--- src/rtl/isl_pkg.sv ---
// ----------------------------------------------------------------------------
// Indexed shift list package
// Shared sizes, request and status codes, and the command record that the
// front end hands to the execution engine.
// ----------------------------------------------------------------------------
package isl_pkg;

	// Storage geometry.
	localparam int CAPACITY      = 64;
	localparam int ELEMENT_WIDTH = 32;
	localparam int IDX_W         = (CAPACITY > 1) ? $clog2(CAPACITY) : 1;
	localparam int CNT_W         = $clog2(CAPACITY + 1);

	// Field widths on the stream ports.
	localparam int TYPE_W        = 3;
	localparam int POS_W         = 7;
	localparam int ELEM_FIELD_W  = 32;
	localparam int STATUS_W      = 2;
	localparam int DATA_FIELD_W  = 32;
	localparam int COUNT_FIELD_W = 7;
	localparam int IN_W          = TYPE_W + POS_W + ELEM_FIELD_W;
	localparam int IN_TDATA_W    = ((IN_W + 7) / 8) * 8;
	localparam int OUT_W         = STATUS_W + DATA_FIELD_W + COUNT_FIELD_W;
	localparam int OUT_TDATA_W   = ((OUT_W + 7) / 8) * 8;

	// Width at which positions are compared with the element count.
	localparam int CMP_W = (POS_W > CNT_W) ? POS_W : CNT_W;

	// Two-level read select: groups of cells, then one group.
	localparam int GRP  = 8;
	localparam int NGRP = (CAPACITY + GRP - 1) / GRP;

	// Command queue between front end and engine.
	localparam int QDEPTH = 4;
	localparam int QPTR_W = $clog2(QDEPTH);
	localparam int QCNT_W = $clog2(QDEPTH + 1);

	// Request codes as they arrive on the input stream.
	localparam logic [TYPE_W-1:0] RT_PUSH   = 3'd0;
	localparam logic [TYPE_W-1:0] RT_POP    = 3'd1;
	localparam logic [TYPE_W-1:0] RT_INSERT = 3'd2;
	localparam logic [TYPE_W-1:0] RT_REMOVE = 3'd3;
	localparam logic [TYPE_W-1:0] RT_GET    = 3'd4;
	localparam logic [TYPE_W-1:0] RT_SET    = 3'd5;

	typedef enum logic [2:0] {
		OP_PUSH,
		OP_POP,
		OP_INSERT,
		OP_REMOVE,
		OP_GET,
		OP_SET,
		OP_NOP
	} op_t;

	typedef enum logic [STATUS_W-1:0] {
		ST_OK,
		ST_EMPTY,
		ST_BOUNDS,
		ST_FULL
	} status_t;

	typedef enum logic [1:0] {
		B_IDLE,
		B_READ,
		B_EXEC
	} bstate_t;

	typedef struct packed {
		op_t                      op;
		logic [POS_W-1:0]         pos;
		logic [ELEMENT_WIDTH-1:0] elem;
	} cmd_t;

endpackage

--- src/rtl/isl_fifo.sv ---
// ----------------------------------------------------------------------------
// Indexed shift list command queue
// A short first-in first-out queue of decoded commands between the front end
// and the execution engine.
// ----------------------------------------------------------------------------
module isl_fifo (
	input  logic          clk,
	input  logic          arst_n,
	input  logic          wr_valid,
	output logic          wr_ready,
	input  isl_pkg::cmd_t wr_data,
	output logic          rd_valid,
	input  logic          rd_ready,
	output isl_pkg::cmd_t rd_data
);

	isl_pkg::cmd_t                mem_q [isl_pkg::QDEPTH];
	logic [isl_pkg::QPTR_W-1:0]   wr_ptr_q;
	logic [isl_pkg::QPTR_W-1:0]   rd_ptr_q;
	logic [isl_pkg::QCNT_W-1:0]   fill_q;
	logic                         do_wr;
	logic                         do_rd;

	assign wr_ready = (fill_q != isl_pkg::QCNT_W'(isl_pkg::QDEPTH));
	assign rd_valid = (fill_q != '0);
	assign rd_data  = mem_q[rd_ptr_q];
	assign do_wr    = wr_valid && wr_ready;
	assign do_rd    = rd_valid && rd_ready;

	// Storage write.
	always_ff @(posedge clk) begin
		if (do_wr) begin
			mem_q[wr_ptr_q] <= wr_data;
		end
	end

	// Pointers and fill level.
	always_ff @(posedge clk or negedge arst_n) begin
		if (!arst_n) begin
			wr_ptr_q <= '0;
			rd_ptr_q <= '0;
			fill_q   <= '0;
		end else begin
			if (do_wr) begin
				wr_ptr_q <= wr_ptr_q + 1'b1;
			end
			if (do_rd) begin
				rd_ptr_q <= rd_ptr_q + 1'b1;
			end
			if (do_wr && !do_rd) begin
				fill_q <= fill_q + 1'b1;
			end else if (do_rd && !do_wr) begin
				fill_q <= fill_q - 1'b1;
			end
		end
	end

endmodule

--- config.mk ---
export PLATFORM = sky130hd
export DESIGN_NAME = isl_fifo
export DESIGN_NICKNAME = d
export VERILOG_FILES = /design/src/rtl/isl_pkg.sv /design/src/rtl/isl_fifo.sv
export SDC_FILE = /design/constraint.sdc
export NUM_CORES = 1
export LEC_CHECK = 0
export BUFFER_PORTS_ARGS = -buffer_cell sky130_fd_sc_hd__buf_2
export CORE_MARGIN = 3
export CORE_UTILIZATION = 55
export DETAILED_ROUTE_END_ITERATION = 8
export PLACE_DENSITY = 0.86
export SETUP_SLACK_MARGIN = 0.3
export SLEW_MARGIN = 15
export SYNTH_ARGS = -nofsm -noshare
export SYNTH_HDL_FRONTEND = slang
export SYNTH_SLANG_ARGS = --single-unit
--- constraint.sdc ---
create_clock -name clk -period 2.94 [get_ports clk]
set_clock_uncertainty 0.15 [all_clocks]
set_input_delay 0.588 -clock clk [delete_from_list [all_inputs] [get_ports clk]]
set_output_delay 0.588 -clock clk [all_outputs]
set_load 0.02 [all_outputs]
* Word-level counts from Yosys, hierarchy flattened
Memory sizes are Yosys's and may differ from the RTL's. Index checks and enable logic that the tools add are counted.
Operators by class: reductions and logical operators 8, equality and inequality tests 1, add/subtract/negate cells 4, muxes and demuxes 4
Operators by type and width (count):
- $mux W3 | 2
- $add A2 B1 Y2 const B | 2
- $logic_and A1 B1 Y1 | 4
- $add A3 B1 Y3 const B | 1
- $ne A3 B3 Y1 const B | 1
- $reduce_bool A3 Y1 | 1
- $sub A3 B1 Y3 const B | 1
- $logic_not A1 Y1 | 2
- $mux W1 | 2
- $reduce_bool A2 Y1 | 1
Storage, ports and cells: register bits after elaboration 7, output and inout bits 44, bits in writable memories 168, bits of input ports 46, logic and storage cells 21, memories kept 1
Memories:
- mem_q | words 4, bits a word 42, read ports 1, clocked after Yosys merged registers in 0, wr ports 1, line isl_fifo.sv:17 | isl_pkg::cmd_t mem_q [isl_pkg::QDEPTH];

* Logic depth before layout (Yosys ltp)
depth in word-level cells 6, gate-level depth with buffers 8, depth with buffers taken out 8

* Worst setup path before layout
OpenSTA, ideal clock, no wires.
kind input-to-reg, start input port wr_valid, end memory mem_q[0][0] (netlist bit), enable pin, stages 2, buffers on the path 0, data arrival time 1.906 ns, setup slack 0.481 ns, path through a21boi_2 -> and2_1
Between the ends: word-level cells in the longest chain between the ends 3
Ends and longest elaborated chain:
- start, declared | line isl_fifo.sv:9 | input logic wr_valid,
- $logic_and A1 B1 Y1 | line isl_fifo.sv:27 | assign do_wr = wr_valid && wr_ready;
- $mux W1 | line isl_fifo.sv:32 | if (do_wr) begin
- $mux W1 (not written as such) | line isl_fifo.sv:33 | mem_q[wr_ptr_q] <= wr_data;
- end, declared | line isl_fifo.sv:17
Every way passes these cells.

==> flow_metrics.tcl <==
set metrics [dict create \
    status "completed" \
    timing.final.max_slew_violations 0 \
    dp_cells 485 \
    yosysTopAreaCellShare_pct 77.3 \
    yosys.area.top_type "edfxtp_1" \
    power_density_mw_per_mm2 1080 \
    htreeDepth 4 \
    cts_root_buf "clkbuf_16" \
    fillers 707 \
    hold_path_end "mem_q[1][33]$_DFFE_PP_" \
    diodes 0 \
    hpwl_mm 6.65 \
    finalCritPeriodShare_pct 89.2 \
    track_usage_pct 17.7 \
    clk_latency_ns 0.42 \
    first_iter_violations 248 \
    cp.required_ns 2.20 \
    ff2ff_setup_slack_ns 0.68 \
    clockBufferDepth 2 \
    grt_pass1_wl_mm 16.8 \
    nNetsFinal 421 \
    min_from "wr_data[33]" \
    worstHoldPathCells 1 \
    final_cell_count_no_fill 525 \
    criticalPathCategory "reg2out" \
    synth.area.top_cells "edfxtp_1 (77%), mux4_2 (13%), dfrtp_1 (2.7%)" \
    fmax_mhz 381 \
    synthesis.area_sq_mm 0.00653 \
    place_ws_ns 0.570 \
    cts_buffers 17 \
    clkSlewWorstSetupHoldPaths_ns 0.06 \
    synthArstFlopShare_pct 4.00 \
    drive_above_1_share_pct 47.4 \
    drt-total-wl_mm 11.0 \
    rsz0062_at_grt "true" \
    syn2layout_area_growth_pct 21.3 \
    cp_max_fo 8 \
    crit_path_end_kind "output pin" \
    hold_class "in2reg" \
    die_w_um 115 \
    avgSynthCellArea_sq_um 25.6 \
    ys.flop_type "edfxtp_1" \
    antenna_found_initial 0 \
    p_leak_nw 2.78 \
    grt_pass1_vias 3143 \
    finalHoldViolCount 0 \
    grt_max_degree 31 \
    vias_per_cell 5.64 \
    remaining_drc_errors 0 \
    cts_sinks 175 \
    synth_top_cells_by_count "edfxtp_1 (168), mux4_2 (38), dfrtp_1 (7)" \
    ir_drop_uv 608 \
    cap_violations 0 \
    ant_nets 0 \
    overflow 0 \
    port_buffers 89 \
    crit_path_start_kind "flop" \
    fin_util_pct 68.8 \
    synth_fp_nets 307 \
    tightest_slew_ns 0.400 \
    synth_cell_type_count 19 \
    cts_tree "built" \
    die_area_sq_mm 0.0132 \
    wl_per_cell_um 21.0 \
    fin_crit_ns 2.62 \
    synth_edf_count 168 \
    die-height_um 115 \
    synth-seq-cells 175 \
    ys_warn_count 0 \
    rows 39 \
    firstDrtPassIters 4 \
    synth.most_common_cell "edfxtp_1" \
    r2r_cells 8 \
    arrival_ns 1.88 \
    dr_total_vias 2960 \
    gp_congestion 0.705 \
    core_sq_mm 0.0115 \
    start_util_pct 56.7 \
    io_pins 90 \
    setup_tns_ns 0 \
    syn_inst 255 \
    ys_seq_area_share_pct 80.0 \
    layout_setup_ws_ns 0.318 \
    finalSetupViolCount 0 \
    relSlewSlack_pct 73.3 \
    worst_r2r_endpoint "fill_q[2]$_DFFE_PN0P_" \
    r2r_start "fill_q[1]$_DFFE_PN0P_" \
]
[cell families (layout without fill, tap and decap cells)]
kind of cell	Yosys count	count (layout)	share of synthesized area (%)
flip-flops	175	175	80.0
XOR/XNOR	6	6	0.805
buffers and inverters	13	140	1.95
multiplexers	44	44	15.1
AO/OA/AOI/OAI	1	1	0.172
adder cells (fa/ha/maj)	6	6	1.26
AND/OR/NAND/NOR	10	10	0.786
[final cells by class]
cell class | instances | area [sq um] | share of cell area, %
timing repair buffer | 105 | 698 | 8.82
multi-input combinational | 67 | 1180 | 14.9
clock inverter | 8 | 128 | 1.61
tap | 143 | 179 | 2.26
sequential | 175 | 5230 | 66.0
inverter | 3 | 11.3 | 0.142
clock buffer | 24 | 492 | 6.21
[flip-flops by register name, indices dropped and copies added, names as in the netlist]
register / count
fill_q: 3
mem_q: 168
rd_ptr_q: 2
wr_ptr_q: 2
[per-stage QoR]
step / cell area (sq um) / hold slack [ns] / total power, mW
CTS: 7840 / 0.207 / 8.52
finish: 7920 / 0.228 / 8.54
floorplan: 6530 / 0.142 / 5.40
detailed placement: 7180 / 0.280 / 6.16
global placement: 7180 / 0.277 / 6.10
global route: 7920 / 0.215 / 8.95
[routing by layer]
layer | vias up | GRT usage [%] | part of all wire [%]
li1 | 1305 | - | -
met1 | 1549 | 22.9 | 41
met2 | 87 | 28.0 | 52
met3 | 19 | 5.58 | 5.0
met4 | 0 | 7.98 | 2.1
met5 | - | 0 | 0
[worst max path at each step]
| stage | slack, ns | from | end |
|---|---|---|---|
| floorplan | 0.48 | wr_valid | mem_q[0][0]$_DFFE_PP_ |
| global placement | 0.57 | rd_ptr_q[0]$_DFFE_PN0P_ | rd_data[17] |
| detailed placement | 0.57 | rd_ptr_q[0]$_DFFE_PN0P_ | rd_data[30] |
| CTS | 0.27 | rd_ptr_q[0]$_DFFE_PN0P_ | rd_data[30] |
| global route | 0.25 | rd_ptr_q[0]$_DFFE_PN0P_ | rd_data[39] |
| finish | 0.32 | rd_ptr_q[0]$_DFFE_PN0P_ | rd_data[39] |
[worst max-delay path: stages, from the launching register on]
cell	delay, ns
dfrtp_4	0.42
buf_12	0.14
buf_12	0.14
mux4_1	0.57
buf_2	0.18
[cell usage in the layout, fill, tap and decap left out, drive strengths merged, types with 2 or more instances in the layout]
cell type  instances
edfxtp           168
and2               4
nor2               2
xor2               2
clkinv             2
inv                4
bufinv             3
xnor2              4
clkinvlp           2
mux4              42
nand2              2
clkbuf            25
dfrtp              7
buf              103
mux2               2
ha                 5
[repair_timing]
action | CTS | global route
setup buffers | 2 | 4
pin swaps | 0 | 0
cloned | 0 | 1
endpoints found under the hold margin | 7 | 0
gates resized for setup | 1 | 4
hold buffers | 1 | 0
endpoints found under the setup margin | 31 | 33
[power breakdown]
part	internal (mW)	switching (mW)
registers	3.31	0.189
clock network	1.43	0.862
logic	1.25	1.50
total	5.99	2.55
No activity file was read; power rests on OpenSTA's default activity.
